--- config.mk ---
export PLATFORM = sky130hd
export DESIGN_NAME = vad_front
export DESIGN_NICKNAME = d
export VERILOG_FILES = /design/src/hdl/vad_pkg.sv /design/src/hdl/vad_front.sv
export SDC_FILE = /design/constraint.sdc
export NUM_CORES = 2
export LEC_CHECK = 0
export ABC_AREA = 1
export BUFFER_PORTS_ARGS = -buffer_cell sky130_fd_sc_hd__buf_2
export CAP_MARGIN = 20
export CORE_MARGIN = 3
export CORE_UTILIZATION = 60
export CTS_CLUSTER_DIAMETER = 150
export DETAILED_ROUTE_END_ITERATION = 10
export PLACE_DENSITY_LB_ADDON = 0.05
export SLEW_MARGIN = 20
export SYNTH_ARGS = -nofsm -noshare
export SYNTH_HDL_FRONTEND = slang
export SYNTH_SLANG_ARGS = --single-unit
--- constraint.sdc ---
create_clock -name clock -period 5.2 [get_ports clock]
set_input_delay 0 -clock clock [delete_from_list [all_inputs] [get_ports clock]]
set_output_delay 0 -clock clock [all_outputs]
set_load 0.02 [all_outputs]
--- src/hdl/vad_pkg.sv ---
// vad_pkg: widths, types, constants and the arctangent table of the vector angle block
// self-contained; imported by every module of the block
`default_nettype none

package vad_pkg;

   // coordinate width and CORDIC depth
   localparam int COORD_WIDTH   = 16;
   localparam int CORDIC_STAGES = 16;

   // product and datapath widths
   localparam int PROD_W     = 2 * COORD_WIDTH;
   localparam int PROD_SHIFT = (PROD_W > 32) ? (PROD_W - 32) : 0;
   localparam int SPROD_W    = PROD_W - PROD_SHIFT;
   localparam int DOT_W      = SPROD_W + 1;
   // one more bit for the CORDIC gain of about 1.65
   localparam int XY_W       = DOT_W + 1;
   localparam int Z_W        = 26;
   localparam int STAGE_W    = (CORDIC_STAGES > 1) ? $clog2(CORDIC_STAGES) : 1;
   localparam int TABLE_W    = 5;

   // angle constants in degrees times 65536
   localparam int DEG_ONE      = 65536;
   localparam int QUARTER_TURN = 90 * DEG_ONE;
   localparam int FULL_TURN    = 360 * DEG_ONE;

   // output rounding to Q9.7
   localparam int ROUND_SHIFT = 9;
   localparam int ROUND_BIAS  = 1 << (ROUND_SHIFT - 1);
   localparam int ANGLE_W     = 16;
   localparam int RND_W       = Z_W - ROUND_SHIFT;
   localparam int Q97_FULL    = 46080;

   // three front stages, the cells, output register
   localparam int LATENCY = CORDIC_STAGES + 4;

   typedef logic signed [COORD_WIDTH-1:0] coord_type;
   typedef logic signed [XY_W-1:0]        xy_type;
   typedef logic signed [Z_W-1:0]         z_type;

   typedef struct packed {
      logic   zero;
      xy_type x;
      xy_type y;
      z_type  z;
   } cell_data_type;

   // atan(2^-i) in degrees times 65536, rounded to nearest
   function automatic z_type atan_q16(input logic [TABLE_W-1:0] idx);
      z_type val;
      case (idx)
         5'd0:    val = Z_W'(2949120);
         5'd1:    val = Z_W'(1740967);
         5'd2:    val = Z_W'(919879);
         5'd3:    val = Z_W'(466945);
         5'd4:    val = Z_W'(234379);
         5'd5:    val = Z_W'(117304);
         5'd6:    val = Z_W'(58666);
         5'd7:    val = Z_W'(29335);
         5'd8:    val = Z_W'(14668);
         5'd9:    val = Z_W'(7334);
         5'd10:   val = Z_W'(3667);
         5'd11:   val = Z_W'(1833);
         5'd12:   val = Z_W'(917);
         5'd13:   val = Z_W'(458);
         5'd14:   val = Z_W'(229);
         5'd15:   val = Z_W'(115);
         5'd16:   val = Z_W'(57);
         5'd17:   val = Z_W'(29);
         5'd18:   val = Z_W'(14);
         5'd19:   val = Z_W'(7);
         5'd20:   val = Z_W'(4);
         5'd21:   val = Z_W'(2);
         5'd22:   val = Z_W'(1);
         default: val = '0;
      endcase
      return val;
   endfunction

endpackage

`default_nettype wire

--- src/hdl/vad_front.sv ---
// vad_front: products, dot and cross sums, and the left half-plane pre-rotation
// depends on vad_pkg
`default_nettype none

module vad_front (
   input  wire logic                   clock,
   input  wire logic                   reset,
   input  wire logic                   in_valid,
   input  wire vad_pkg::coord_type     first_x,
   input  wire vad_pkg::coord_type     first_y,
   input  wire vad_pkg::coord_type     second_x,
   input  wire vad_pkg::coord_type     second_y,
   output logic                        out_valid,
   output vad_pkg::cell_data_type      out_data
);
   import vad_pkg::*;

   // stage 1: products
   logic                     p1_valid_ff;
   logic                     p1_zero_ff;
   logic                     p1_zero_in;
   logic signed [PROD_W-1:0] prod_ff [4];
   logic signed [PROD_W-1:0] prod_in [4];

   // stage 2: dot and cross
   logic                     p2_valid_ff;
   logic                     p2_zero_ff;
   logic signed [DOT_W-1:0]  dot_ff, dot_in;
   logic signed [DOT_W-1:0]  cross_ff, cross_in;
   logic signed [SPROD_W-1:0] sprod [4];

   // stage 3: pre-rotated vector
   logic                     p3_valid_ff;
   cell_data_type            p3_data_ff, p3_data_in;
   xy_type                   dot_ext, cross_ext;

   always_comb begin
      prod_in[0] = PROD_W'(first_x) * PROD_W'(second_x);
      prod_in[1] = PROD_W'(first_y) * PROD_W'(second_y);
      prod_in[2] = PROD_W'(first_x) * PROD_W'(second_y);
      prod_in[3] = PROD_W'(first_y) * PROD_W'(second_x);
      p1_zero_in = ((first_x == '0) && (first_y == '0)) ||
                   ((second_x == '0) && (second_y == '0));
   end

   always_comb begin
      for (int k = 0; k < 4; k++) begin
         sprod[k] = SPROD_W'(prod_ff[k] >>> PROD_SHIFT);
      end
      dot_in   = DOT_W'(sprod[0]) + DOT_W'(sprod[1]);
      cross_in = DOT_W'(sprod[2]) - DOT_W'(sprod[3]);
   end

   always_comb begin
      dot_ext   = XY_W'(dot_ff);
      cross_ext = XY_W'(cross_ff);
      p3_data_in.zero = p2_zero_ff || ((dot_ff == '0) && (cross_ff == '0));
      if (dot_ff < 0) begin
         if (cross_ff >= 0) begin
            p3_data_in.x = cross_ext;
            p3_data_in.y = -dot_ext;
            p3_data_in.z = Z_W'(QUARTER_TURN);
         end else begin
            p3_data_in.x = -cross_ext;
            p3_data_in.y = dot_ext;
            p3_data_in.z = -Z_W'(QUARTER_TURN);
         end
      end else begin
         p3_data_in.x = dot_ext;
         p3_data_in.y = cross_ext;
         p3_data_in.z = '0;
      end
   end

   always_ff @(posedge clock) begin
      if (reset) begin
         p1_valid_ff <= 1'b0;
         p2_valid_ff <= 1'b0;
         p3_valid_ff <= 1'b0;
      end else begin
         p1_valid_ff <= in_valid;
         p2_valid_ff <= p1_valid_ff;
         p3_valid_ff <= p2_valid_ff;
      end
   end

   always_ff @(posedge clock) begin
      prod_ff    <= prod_in;
      p1_zero_ff <= p1_zero_in;
      dot_ff     <= dot_in;
      cross_ff   <= cross_in;
      p2_zero_ff <= p1_zero_ff;
      p3_data_ff <= p3_data_in;
   end

   assign out_valid = p3_valid_ff;
   assign out_data  = p3_data_ff;

endmodule

`default_nettype wire

### Yosys cells after proc, flatten, opt, wreduce, memory -nomap -nowiden

Cells that the tools add are included.

| cells by class | value |
|---|---|
| add/sub/neg operators | 4 |
| $mul | 4 |
| order comparisons | 2 |
| muxes and demuxes | 2 |
| reduce and logical (&&, ||, !) cells | 11 |

Operators by type and width:

| kind | number |
|---|---|
| two-way mux 94 bit | 2 |
| multiplier 16 x 16 -> 32 bit | 4 |
| negation 33 -> 34 bit | 2 |
| zero test 33 bit | 2 |
| zero test 16 bit | 4 |
| adder 32 x 32 -> 33 bit | 1 |
| greater-or-equal comparator 33 x 1 -> 1 bit (second input constant) | 1 |
| less-than comparator 33 x 1 -> 1 bit (second input constant) | 1 |
| subtractor 32 x 32 -> 33 bit | 1 |
| logical AND 1 bit | 3 |
| logical OR 1 bit | 2 |

| storage, ports and cells | value |
|---|---|
| register bits | 294 |
| input bits | 67 |
| output and inout port bits | 96 |
| word-level logic and storage cells | 38 |

### Longest topological paths before layout

| logic depth | value |
|---|---|
| depth in word-level cells | 3 |
| gate-level depth with buffers | 27 |
| gate-level depth less buffers | 25 |

### Worst setup path before layout

Ideal clock, no wire load.

| timing path | value |
|---|---|
| path type | input to register |
| start point | input first_x[15] |
| end point | register prod_ff[127] (netlist bit) |
| setup time | 112 ps |
| data arrival time | 5235 ps |
| data required time | 5088 ps |
| setup slack | -147 ps |
| stages | 20 |
| buffers on the path | 2 |
| cell sequence | clkbuf_1 clkbuf_1 nand2_1 inv_1 fa_1 fa_1 fa_1 inv_1 fa_1 fa_1 fa_1 inv_1 ha_1 inv_1 nor3_1 nand2_1 or2_2 nand3_1 or2_1 nand2_1 |

RTL lines:

| what | line | source |
|---|---|---|
| start, declared | vad_front.sv:9 | `input wire vad_pkg::coord_type first_x,` |
| end signal, assigned | vad_front.sv:88 | `prod_ff <= prod_in;` |
| end, declared | vad_front.sv:22 | `logic signed [PROD_W-1:0] prod_ff [4];` |

==> impl_metrics.json <==
{
  "syn2layout_area_growth_pct": 15.4,
  "ctsHtreeMaxLevel": 1,
  "die-area_sq_mm": 0.0934,
  "rsz0062_at_grt": "no",
  "routedWlPerCell_um": 18.7,
  "finalHoldViolCount": 0,
  "cts_made_buffers": 31,
  "outcome": "complete, no violations",
  "cp-endpoint": "prod_ff[51]$_DFF_P_",
  "setup_viol": 0,
  "dr_total_vias": 45608,
  "max_freq_mhz": 196,
  "ys_seq_area_frac": 0.101,
  "port_buffers": 145,
  "first_global_vias": 48114,
  "rows": 109,
  "netlist_area_sq_mm": 0.0538,
  "reg2reg_depth": 8,
  "wirelength_um": 163000,
  "worst_pin_slew_ns": 0.784,
  "regArea_sq_mm": 0.00543,
  "drt-initial-drc-count": 3533,
  "nFillCells": 7524,
  "synth.distinct_cells": 49,
  "final-max-slew-violation-count": 0,
  "startpoint": "first_x[0]",
  "grt.overflow.total": 0,
  "firstDrtPassIters": 6,
  "core_area_sq_mm": 0.0886,
  "async_reset_ff_frac": 0,
  "syn-instance-count": 6937,
  "grt_use_total": 0.358,
  "initial_core_util": 0.607,
  "synth_common_cells": "1908 x inv_1, 1595 x nand2_1, 1050 x fa_1",
  "skew_ns": 0.0228,
  "crit_fanout": 5,
  "dp_hpwl_um": 143000,
  "relSlewSlack": 0.476,
  "yosysMostFrequentCell": "inv_1",
  "synthTopCellsByArea": "fa_1 39%, inv_1 13%, nand2_1 11%",
  "timing.final.crit_share": 0.981,
  "required_ns": 5.76,
  "syn_area_per_cell_sq_um": 7.76,
  "cp-start-kind": "input pin",
  "ys_ff_latch": 271,
  "post-route-util": 0.701,
  "fin_crit_ns": 5.10,
  "ant_nets": 0,
  "clk_path_buf_depth": 3,
  "reg2reg_to": "dot_ff[23]$_DFF_P_",
  "path_class": "in2reg",
  "final_nets": 9034,
  "grt_pass1_wl_um": 260000,
  "synth-edff-count": 0,
  "cts_tree": "done",
  "r2r_slack_ns": 2.85,
  "drc": 0,
  "die_h_um": 306,
  "cts-root-buf": "clkbuf_16",
  "reg2reg_from": "prod_ff[82]$_DFF_P_",
  "synth.largest_area_cell": "fa_1",
  "clkSinkCount": 271,
  "routed_via_density": 5.23,
  "io_pins": 163,
  "yosysWarnings": 0,
  "antenna_found_initial": 7,
  "cp.arrival_ns": 5.66,
  "path_clk_slew_ns": 0.06,
  "maxCapViolations": 0,
  "clk_latency_ns": 0.61,
  "holdCritPathClass": "in2reg",
  "die_w_um": 306,
  "drive_above_1_share": 0.125,
  "synth_top_area_frac": 0.390,
  "place.gp.congestion": 0.988,
  "grt_max_degree": 84,
  "multi_input_area_sq_mm": 0.0401,
  "critPathCaptureType": "flip-flop",
  "synth_flop_cell": "dfxtp_1"
}
layer usage:
layer / track usage / up-vias / part of all wire
met5: 0 / - / 0.00015
met4: 0.147 / 4 / 0.050
met3: 0.0686 / 357 / 0.092
met2: 0.589 / 1848 / 0.45
met1: 0.469 / 22140 / 0.40
li1: - / 21259 / -
cell usage in the layout, fill, tap and decap left out, types with 6 or more instances in the layout:
cell,n
inv_1,1908
nand2_1,1595
fa_1,1046
buf_4,601
ha_1,395
nor2_1,335
dfxtp_1,271
a21oi_1,188
o21ai_0,174
nand3_1,156
xor2_1,156
buf_2,143
buf_12,77
nand4_1,69
xnor2_1,68
nor3_1,49
clkbuf_16,31
o21bai_1,26
a21o_1,22
a31oi_1,22
nor4_1,22
o21ai_1,19
conb_1,18
o211ai_1,16
nor2_2,12
o21ai_2,11
o21a_1,11
nand3b_1,8
inv_2,7
nand2_2,7
or2_2,6
state kept, by name (all words and copies together) (netlist names):
name,count
p1_zero_ff,1
p2_zero_ff,1
cross_ff,33
prod_ff,128
dot_ff,33
out_data,72
p2_valid_ff,1
p1_valid_ff,1
out_valid,1
how the worst min path moves through the flow:
stage,from,endpoint,cells past startpoint,slack [ns]
after global placement,reset,p1_valid_ff$_SDFF_PP0_,2,0.19
after floorplan,reset,p1_valid_ff$_SDFF_PP0_,1,0.07
after CTS,second_y[1],prod_ff[65]$_DFF_P_,4,0.05
after detailed placement,reset,p1_valid_ff$_SDFF_PP0_,2,0.19
after global routing,second_y[1],prod_ff[65]$_DFF_P_,4,0.09
final,second_y[1],prod_ff[65]$_DFF_P_,4,0.09
final cells by class:
class / instances / share of cell area
antenna: 4 / 0.000161
clock inverter: 18 / 0.00393
multi-input combinational: 4473 / 0.646
clock buffer: 40 / 0.0137
timing repair buffer: 828 / 0.110
inverter: 1917 / 0.116
sequential: 271 / 0.0873
tap: 1165 / 0.0235
kinds of logic (layout without fill, tap and decap cells):
logic type | Yosys count | count (layout) | share of synthesized area
other | 1 | 22 | 0.0000697
xor gates and xnor gates | 224 | 224 | 0.0364
and+or+nand+nor | 2274 | 2274 | 0.171
AOI/OAI and AO/OA | 512 | 512 | 0.0540
adders and majority gates | 1445 | 1445 | 0.482
buffers and inverters | 2210 | 2803 | 0.156
DFF | 271 | 271 | 0.101
critical path: stages:
cell,delay (ns)
dlygate4sd3_1,0.53
buf_2,0.17
inv_1,0.15
nand2_1,0.11
fa_1,0.49
fa_1,0.51
inv_1,0.05
fa_1,0.48
fa_1,0.41
fa_1,0.51
inv_1,0.05
fa_1,0.47
inv_1,0.04
ha_1,0.33
a21o_1,0.23
a21boi_0,0.23
buf_4,0.17
o21ai_0,0.15
a21oi_1,0.24
xnor2_1,0.18
buf_4,0.14
stage by stage:
step	hold slack [ns]	area [sq um]	setup TNS [ns]	cells	setup WS, ns
finish	0.0943	62100	0	8716	0.0996
global route	0.0925	62100	0	8713	0.0212
CTS	0.0474	62100	0	8709	0.124
detailed placement	0.190	60900	-11.95	8646	-0.434
global placement	0.188	60900	-8.86	8646	-0.451
floorplan	0.0712	53900	-0.0520	6954	-0.0520
repair_timing:
action / CTS / global route
hold buffers: 5 / 0
setup buffers: 0 / 3
gates resized for setup: 0 / 4
endpoints found under the hold margin: 7 / 0
endpoints found under the setup margin: 0 / 4
Power is left out: the tool's default activity adds up to more than one toggle a clock period on the data nets, which glitch-free logic cannot reach.
