### src/hdl/vad_pkg.sv
// vad_pkg: widths, types, constants and the arctangent table of the vector angle block
// self-contained; imported by every module of the block
`default_nettype none

package vad_pkg;

   // coordinate width and CORDIC depth
   localparam int COORD_WIDTH   = 16;
   localparam int CORDIC_STAGES = 16;

   // product and datapath widths
   localparam int PROD_W     = 2 * COORD_WIDTH;
   localparam int PROD_SHIFT = (PROD_W > 32) ? (PROD_W - 32) : 0;
   localparam int SPROD_W    = PROD_W - PROD_SHIFT;
   localparam int DOT_W      = SPROD_W + 1;
   // one more bit for the CORDIC gain of about 1.65
   localparam int XY_W       = DOT_W + 1;
   localparam int Z_W        = 26;
   localparam int STAGE_W    = (CORDIC_STAGES > 1) ? $clog2(CORDIC_STAGES) : 1;
   localparam int TABLE_W    = 5;

   // angle constants in degrees times 65536
   localparam int DEG_ONE      = 65536;
   localparam int QUARTER_TURN = 90 * DEG_ONE;
   localparam int FULL_TURN    = 360 * DEG_ONE;

   // output rounding to Q9.7
   localparam int ROUND_SHIFT = 9;
   localparam int ROUND_BIAS  = 1 << (ROUND_SHIFT - 1);
   localparam int ANGLE_W     = 16;
   localparam int RND_W       = Z_W - ROUND_SHIFT;
   localparam int Q97_FULL    = 46080;

   // three front stages, the cells, output register
   localparam int LATENCY = CORDIC_STAGES + 4;

   typedef logic signed [COORD_WIDTH-1:0] coord_type;
   typedef logic signed [XY_W-1:0]        xy_type;
   typedef logic signed [Z_W-1:0]         z_type;

   typedef struct packed {
      logic   zero;
      xy_type x;
      xy_type y;
      z_type  z;
   } cell_data_type;

   // atan(2^-i) in degrees times 65536, rounded to nearest
   function automatic z_type atan_q16(input logic [TABLE_W-1:0] idx);
      z_type val;
      case (idx)
         5'd0:    val = Z_W'(2949120);
         5'd1:    val = Z_W'(1740967);
         5'd2:    val = Z_W'(919879);
         5'd3:    val = Z_W'(466945);
         5'd4:    val = Z_W'(234379);
         5'd5:    val = Z_W'(117304);
         5'd6:    val = Z_W'(58666);
         5'd7:    val = Z_W'(29335);
         5'd8:    val = Z_W'(14668);
         5'd9:    val = Z_W'(7334);
         5'd10:   val = Z_W'(3667);
         5'd11:   val = Z_W'(1833);
         5'd12:   val = Z_W'(917);
         5'd13:   val = Z_W'(458);
         5'd14:   val = Z_W'(229);
         5'd15:   val = Z_W'(115);
         5'd16:   val = Z_W'(57);
         5'd17:   val = Z_W'(29);
         5'd18:   val = Z_W'(14);
         5'd19:   val = Z_W'(7);
         5'd20:   val = Z_W'(4);
         5'd21:   val = Z_W'(2);
         5'd22:   val = Z_W'(1);
         default: val = '0;
      endcase
      return val;
   endfunction

endpackage

`default_nettype wire

### src/hdl/vad_cell.sv
// vad_cell: one CORDIC vectoring step with its own pipeline register
// depends on vad_pkg
`default_nettype none

module vad_cell (
   input  wire logic                          clock,
   input  wire logic                          reset,
   input  wire logic [vad_pkg::STAGE_W-1:0]   shift_amt,
   input  wire vad_pkg::z_type                atan_step,
   input  wire logic                          in_valid,
   input  wire vad_pkg::cell_data_type        in_data,
   output logic                               out_valid,
   output vad_pkg::cell_data_type             out_data
);
   import vad_pkg::*;

   logic          valid_ff;
   cell_data_type data_ff, data_in;
   xy_type        dx, dy;

   always_comb begin
      dx = in_data.y >>> shift_amt;
      dy = in_data.x >>> shift_amt;
      data_in.zero = in_data.zero;
      // rotate toward the x axis, sign of y picks the direction
      if (!in_data.y[XY_W-1]) begin
         data_in.x = in_data.x + dx;
         data_in.y = in_data.y - dy;
         data_in.z = in_data.z + atan_step;
      end else begin
         data_in.x = in_data.x - dx;
         data_in.y = in_data.y + dy;
         data_in.z = in_data.z - atan_step;
      end
   end

   always_ff @(posedge clock) begin
      if (reset) begin
         valid_ff <= 1'b0;
      end else begin
         valid_ff <= in_valid;
      end
   end

   always_ff @(posedge clock) begin
      data_ff <= data_in;
   end

   assign out_valid = valid_ff;
   assign out_data  = data_ff;

endmodule

`default_nettype wire

### config.mk
export PLATFORM = sky130hd
export DESIGN_NAME = vad_cell
export DESIGN_NICKNAME = d
export VERILOG_FILES = /design/src/hdl/vad_pkg.sv /design/src/hdl/vad_cell.sv
export SDC_FILE = /design/constraint.sdc
export NUM_CORES = 1
export LEC_CHECK = 0
export BUFFER_PORTS_ARGS = -buffer_cell sky130_fd_sc_hd__buf_2
export CAP_MARGIN = 20
export CELL_PAD_IN_SITES_DETAIL_PLACEMENT = 2
export CELL_PAD_IN_SITES_GLOBAL_PLACEMENT = 2
export CORE_ASPECT_RATIO = 2
export CORE_UTILIZATION = 37
export CTS_BUF_LIST = sky130_fd_sc_hd__clkbuf_2 sky130_fd_sc_hd__clkbuf_4 sky130_fd_sc_hd__clkbuf_8
export CTS_CLUSTER_SIZE = 25
export DETAILED_ROUTE_END_ITERATION = 12
export GPL_TIMING_DRIVEN = 0
export PLACE_DENSITY = 0.9
export SETUP_SLACK_MARGIN = 0.2
export SLEW_MARGIN = 20
export SYNTH_ARGS = -nofsm -noshare
export SYNTH_HDL_FRONTEND = slang
export SYNTH_SLANG_ARGS = --single-unit
### constraint.sdc
create_clock -name clock -period 10.98 [get_ports clock]
set_input_delay 2.196 -clock clock [delete_from_list [all_inputs] [get_ports clock]]
set_output_delay 2.196 -clock clock [all_outputs]
set_load 0.02 [all_outputs]
# ---- Word-level counts from Yosys, hierarchy flattened
# Index checks and enable logic that the tools add are counted.
dict set report op_classes {
  muxes 1
  add_sub_neg 6
  shift 2
}
# operator count
set op_table {}
lappend op_table {{$mux W94} 1}
lappend op_table {{$add A34 B34 Y34} 2}
lappend op_table {{$sshr A34 B4 Y34} 2}
lappend op_table {{$sub A34 B34 Y34} 2}
lappend op_table {{$add A26 B26 Y26} 1}
lappend op_table {{$sub A26 B26 Y26} 1}
dict set report totals {
  inputBits 128
  regBits 96
  elab_cells 14
}

# ---- Logic depth before layout (Yosys ltp)
# Gate-level depths: netlist (run 1).
dict set report logic_depth {
  depth_word 3
  ltp_mapped 26
}

# ---- Least setup slack after synthesis (run 1)
# Ideal clock, no wire load.
dict set report synth_timing {
  kind {input -> register}
  from {input port shift_amt[2] (netlist bit)}
  to {register data_ff, in the netlist out_data[59]}
  arrival_ns 7.650
  path_slack_ns 3.258
  n_path_buf 6
  required_ns 10.908
  setup_time_ns 0.072
  cell_stages 26
  cell_sequence {inv_1 buf_1 clkbuf_1 clkbuf_1 clkbuf_1 clkbuf_1 clkbuf_1 o211ai_1 nand2_1 ha_1 nor2b_1 and3_1 nand2b_1 a211oi_1 nor2_1 xnor2_1 ha_1 a21oi_1 o21ai_0 a221oi_1 o211ai_1 a221oi_1 o21bai_1 a21o_1 a31oi_1 xnor2_1}
}
# element line
set synth_lines {}
lappend synth_lines {{start: declaration} vad_cell.sv:8} ;# input wire logic [vad_pkg::STAGE_W-1:0] shift_amt,
lappend synth_lines {{end signal: assignment} vad_cell.sv:46} ;# data_ff <= data_in;
lappend synth_lines {{end: declaration} vad_cell.sv:18} ;# cell_data_type data_ff, data_in;

==> results.md, run 1 <==
* Num CTS Buffers at 9
* Cts repair resizes at 2
* Share of cells above drive strength 1 at 21.8%
* Register area at 1920 um2
* Die X-Extent at 130 um
* CTS tree: done
* Layout Nets at 1,919
* Synth Instances at 1,462
* Post-Syn Area per Cell at 8.30 um2
* DIE AREA at 33,600 um2
* Max clock buf depth at 2
* Number of synthesized flops with an enable pin at 0
* Max transition margin at 24.2%
* WP data required at 11.37 ns
* Gp weighted congestion at 0.959
* Synth area leaders: dfxtp_1 (16%), mux4_2 (12%), ha_1 (9.7%)
* Max Cap Viol at 0
* FMAX at 94.8 MHz
* Crit path DAT at 10.94 ns
* Post-DRT Antenna Nets at 0
* Setup TNS at 0 ns
* Most used DFF post-synth: dfxtp_1
* Die Y at 258 um
* Clk slew on worst S/H paths at 0.12 ns
* Worst-path maximum fanout at 10
* Post-layout min period at 10.55 ns
* Leak pwr at 6.03 nW
* GRT Util Overall at 36.1%
* Dpl hpwl at 49.0 mm
* Synthesis Warnings at 0
* Vias in the first global route at 15,400
* Starting Density at 37.7%
* Synth area leader: dfxtp_1
* Fill cell count at 3,794
* Post-CTS setup buffers at 0
* Drt wl/cell at 28.1 um
* Final hold slack at 1.84 ns
* Slew @ Worst Pin at 1.14 ns
* Core area at 32,200 um2
* Avg Vias per Cell at 6.33
* Area Overhead vs Synth at 15.8%
* Drc violations at 0
* Largest net degree at the start of global routing at 17
* Setup CP Type: in -> reg
* Final wirelength at 59.8 mm
* Global-route wire length before repair at 88.6 mm
* Fraction of synthesis flops using an asynchronous set or reset pin at 0%
* Total Power at 2.19 mW
* Final Hold Viols at 0
* # port buffers at 221
* Critical path launch point type: input port
* Grt total ovfl at 0
* Final setup vio count at 0
* # IOs at 224
* Post-synthesis cell area at 12,100 um2
* Post-CTS Hold Buffers at 0
* Core Rows at 93
* Root buf cell: clkbuf_8
* Top cell type's share of synthesized area at 15.8%
* Max H-tree Level at 3
* Via count at 13,500
* Status: complete, no violations
* Final period util at 96.1%
* Synthesized Nets at 1,687
* Fin. max-slew vios at 0
* DRT iter0 DRCs at 721
* Hold Path Class: in -> reg
* Clk sinks at 96
* VDD IR max at 0.0853 mV
* Crit end category: flip-flop
* RSZ-0062 raised after global routing: no
* Area of the multi-input gates at 9770 um2
* Synthesized flop and latch total at 96
* Drt pass-1 iters at 5
* Initial antenna violation count at 4
* PD cells at 156 nW/um2
* Yosys cell types at 74
* Sequential area share after synthesis at 15.8%
-- power breakdown --
| group | internal (mW) | switching (mW) | total, mW |
|---|---|---|---|
| sequential | 0.493 | 0.0410 | 0.534 |
| combinational | 0.485 | 0.831 | 1.32 |
| clock | 0.175 | 0.164 | 0.339 |
-- synthesized netlist by cell type, types with 5 or more instances --
cell type	n
a211oi_1	20
a21boi_0	12
a21o_1	25
a21oi_1	130
a221oi_1	5
a31oi_1	23
and2_1	18
and3_1	20
buf_1	11
buf_2	17
clkbuf_1	36
dfxtp_1	96
ha_1	94
inv_1	43
mux2_2	32
mux2i_1	48
mux4_1	6
mux4_2	66
nand2_1	143
nand2b_1	15
nand3_1	29
nand4_1	11
nor2_1	127
nor2b_1	15
nor3_1	30
nor3b_1	6
nor4_1	9
o211ai_1	13
o21a_1	24
o21ai_0	80
o21bai_1	11
o22ai_1	7
o31a_1	5
o31ai_1	8
xnor2_1	109
xor2_1	45
-- kinds of logic (layout without fill, tap and decap cells) --
| kind of cell | after synthesis | after routing | share of synthesized area, % |
|---|---|---|---|
| adder cells (fa/ha/maj) | 97 | 97 | 10.2 |
| XOR/XNOR | 154 | 154 | 11.1 |
| buffers and inverters | 110 | 346 | 3.67 |
| other | 0 | 3 | 0 |
| AND/OR/NAND/NOR | 452 | 452 | 17.9 |
| AO/OA/AOI/OAI | 400 | 400 | 20.7 |
| flip-flops | 96 | 96 | 15.8 |
| multiplexers | 153 | 153 | 20.6 |
-- area by class of cell --
| cell class | count | share of cell area, % |
|---|---|---|
| diodes | 3 | 0.0534 |
| clock buffers | 9 | 0.882 |
| plain buffers | 66 | 2.02 |
| inverters | 44 | 1.18 |
| repair buffers | 221 | 7.87 |
| well taps | 427 | 3.80 |
| flip-flops and latches | 96 | 13.7 |
| clock inverters | 6 | 0.980 |
| multi-input cells | 1256 | 69.5 |
-- routing by layer --
| metal | up-vias | GRT usage [%] | part of all wire [%] |
|---|---|---|---|
| met3 | 295 | 5.93 | 4.5 |
| met1 | 6708 | 32.0 | 32 |
| met5 | - | 0 | 0.030 |
| li1 | 5896 | - | - |
| met4 | 2 | 30.7 | 9.3 |
| met2 | 573 | 68.3 | 54 |
-- state kept, by name, indices dropped and copies added (netlist names) --
name / count
out_data: 95
out_valid: 1
-- cell usage in the layout, fill, tap and decap left out, types with 43 or more instances in the layout --
cell and count:
ha_1 94, o21ai_0 80, mux4_2 66, a21oi_1 130
buf_2 238, xor2_1 45, mux2i_1 48, inv_1 43
nand2_1 143, nor2_1 127, xnor2_1 109, dfxtp_1 96
-- critical path: stages --
cell	delay (ns)
buf_2	0.15
inv_1	0.19
buf_1	0.62
clkbuf_2	0.47
clkbuf_2	0.46
clkbuf_1	0.70
clkbuf_1	0.66
clkbuf_2	0.53
o211ai_1	0.20
nand2_1	0.16
ha_1	0.18
nor2b_1	0.25
and3_1	0.33
nand2b_1	0.13
a211oi_1	0.23
nor2_1	0.09
xnor2_1	0.28
ha_1	0.35
a21oi_1	0.28
o21ai_0	0.18
a221oi_1	0.46
o211ai_1	0.44
a221oi_1	0.53
o21bai_1	0.17
a21o_1	0.23
a31oi_1	0.25
xnor2_1	0.15
-- per-stage QoR --
step | setup slack (ns) | utilization, % | std cells | instance area, um2
CTS | 0.428 | 43.6 | 2125 | 14000
detailed placement | -0.547 | 42.7 | 2110 | 13800
global route | 0.216 | 43.6 | 2127 | 14000
global placement | -0.372 | 42.7 | 2110 | 13800
finish | 0.426 | 43.6 | 2128 | 14100
floorplan | 3.26 | - | 1462 | 12100
-- path summary, 6_finish.rpt --
path / startpoint / to / cells past startpoint
hold / removal: in_data[94] / out_data[94] / 1
setup / recovery: shift_amt[2] / out_data[59] / 27
Power figures use the tool's default switching activity.
==> run 2: changes to the inputs <==
--- a/config.mk
+++ b/config.mk
@@ -10,6 +10,7 @@
 export CELL_PAD_IN_SITES_DETAIL_PLACEMENT = 2
 export CELL_PAD_IN_SITES_GLOBAL_PLACEMENT = 2
 export CORE_ASPECT_RATIO = 2
+export CORE_MARGIN = 2
 export CORE_UTILIZATION = 37
 export CTS_BUF_LIST = sky130_fd_sc_hd__clkbuf_2 sky130_fd_sc_hd__clkbuf_4 sky130_fd_sc_hd__clkbuf_8
 export CTS_CLUSTER_SIZE = 25
@@ -17,7 +18,7 @@
 export GPL_TIMING_DRIVEN = 0
 export PLACE_DENSITY = 0.9
 export SETUP_SLACK_MARGIN = 0.2
-export SLEW_MARGIN = 20
+export SLEW_MARGIN = 40
 export SYNTH_ARGS = -nofsm -noshare
 export SYNTH_HDL_FRONTEND = slang
 export SYNTH_SLANG_ARGS = --single-unit
==> run 2 against run 1 <==
- final area shrank 0.23%
- count of clock-buffer cells in the layout up 1
- critical endpoint unchanged
- non-clock buffer count increased by 1
- critical path depth unchanged
- die area rose by 2.3%
- first-iteration DRC count down 1.2%
- power is 3.4% lower
- global-route usage fell by 2.4 points
- sequential share of layout area hardly changed
- combinational power hardly changed
- largest cell class unchanged
- sequential power barely moved
==> results.md, run 2 (synthesis gave the netlist of run 1 again) <==
* Status: complete, no violations
* Register area at 1920 um2
* Clk sinks at 96
* VDD IR max at 0.0833 mV
* Core area at 32,200 um2
* Slew @ Worst Pin at 0.917 ns
* Die Y at 260 um
* Combinational power share at 62.1%
* Most frequent cells in the layout: buf_2 (239), nand2_1 (143), a21oi_1 (130)
* Initial antenna violation count at 2
* PD cells at 151 nW/um2
* Max clock buf depth at 2
* Max transition margin at 38.8%
* Post-DRT Antenna Nets at 0
* Fill cell count at 3,767
* Dpl hpwl at 49.0 mm
* Final setup vio count at 0
* # IOs at 224
* Worst-path maximum fanout at 10
* Num CTS Buffers at 9
* Design area at 14,000 um2
* Starting Density at 37.7%
* Gp weighted congestion at 0.990
* GRT Util Overall at 33.7%
* Post-layout min period at 10.36 ns
* Max reg flops at 95
* Avg Vias per Cell at 6.29
* Most common cell after layout, fill and taps aside: buf_2
* Area of the multi-input gates at 9790 um2
* Final period util at 94.3%
* Hold_sp: in_data[94]
* Post-CTS Hold Buffers at 0
* Die X-Extent at 132 um
* Psw at 1.04 mW
* Drc violations at 0
* Hold Path Class: in -> reg
* Final hold slack at 1.83 ns
* Cells after DPL at 2,111
* Setup TNS at 0 ns
* Final Instance Count excl. Fillers at 2,129
* Setup CP Type: in -> reg
* Int Power at 1.07 mW
* Placed instance area at 13,800 um2
* Max Cap Viol at 0
* Via count at 13,400
* Post-CTS setup buffers at 0
* Final Hold Viols at 0
* Clock Power Share at 12.6%
* Core Rows at 93
* Area Overhead vs Synth at 15.5%
* Fin. max-slew vios at 0
* Drt wl/cell at 27.6 um
* RSZ-0062 raised after global routing: no
* Critical path launch point type: input port
* Clk slew on worst S/H paths at 0.13 ns
* Crit end category: flip-flop
* FMAX at 96.6 MHz
* Root buf cell: clkbuf_8
* Flop pwr share at 25.4%
* Setup ws final at 0.624 ns
* # port buffers at 221
* Post-Place Worst Slack at -0.361 ns
* Grt total ovfl at 0
* WP data required at 11.38 ns
* Leak pwr at 6.03 nW
* DIE AREA at 34,400 um2
* Share of cells above drive strength 1 at 22.4%
* Max H-tree Level at 3
* Crit path DAT at 10.76 ns
* Largest net degree at the start of global routing at 19
* Worst setup endpoint: out_data[59]
* Final core utilization at 43.5%
* Total Power at 2.11 mW
* CTS tree: done
* Drt pass-1 iters at 7
* Critical path origin: shift_amt[2]
* Final wirelength at 58.8 mm
* Vias in the first global route at 15,100
* DRT iter0 DRCs at 712
* Sw Share at 49.2%
* Global-route wire length before repair at 87.5 mm
* Layout Nets at 1,920
[run 2: cell count changes in the layout (fill, tap and decap cells not counted), sizes merged]
cell,previous run,this run
clkinv,1,3
clkbuf,45,47
inv,45,47
diode,3,2
bufinv,4,0
[run 2: power by group through the flow]
stage / clock network (mW) / registers [mW] / logic [mW]
floorplan: 0 / 0.723 / 0.671
global placement: 0 / 0.535 / 1.24
detailed placement: 0 / 0.545 / 1.30
CTS: 0.274 / 0.538 / 1.31
global route: 0.288 / 0.548 / 1.41
finish: 0.266 / 0.536 / 1.31
[run 2: per-layer routing]
metal,track usage [%],up-vias,wire (um)
met2,66.8,542,32600
met3,4.35,240,2380
met5,0,-,0
li1,-,5908,-
met1,30.1,6701,18900
met4,26.1,0,4950
[run 2: timing repair]
item,4_1_cts,5_1_grt
gates resized for setup,1,3
gates cloned,0,0
setup endpoints to repair,2,7
[run 2: worst min-delay path by stage]
stage	to	slack [ns]	cells after the start
6_report	out_data[94]	1.83	1
5_1_grt	out_data[94]	1.82	1
4_1_cts	out_data[94]	1.81	1
3_5_place_dp	out_data[94]	2.30	1
3_3_place_gp	out_data[94]	2.30	1
2_1_floorplan	out_data[94]	2.22	0
[run 2: critical path: stages]
cell	delay, ns
buf_2	0.16
inv_1	0.22
clkbuf_2	0.39
clkbuf_1	0.63
clkbuf_2	0.51
clkbuf_2	0.44
clkbuf_1	0.61
clkbuf_1	0.73
o211ai_1	0.18
nand2_1	0.15
ha_1	0.20
nor2b_1	0.29
and3_1	0.33
nand2b_1	0.13
a211oi_1	0.24
nor2_1	0.08
xnor2_1	0.24
ha_1	0.34
a21oi_1	0.24
o21ai_0	0.16
a221oi_1	0.49
o211ai_1	0.44
a221oi_1	0.51
o21bai_1	0.18
a21o_1	0.23
a31oi_1	0.23
xnor2_1	0.15
[run 2: final cells by class]
type	count	share of cell area, %
Antenna cell	2	0.0357
Sequential cell	96	13.7
Clock buffer	10	0.982
Tap cell	427	3.81
Timing Repair Buffer	222	7.94
Inverter	44	1.18
Clock inverter	6	0.411
Buffer	66	2.08
Multi-Input combinational cell	1256	69.9
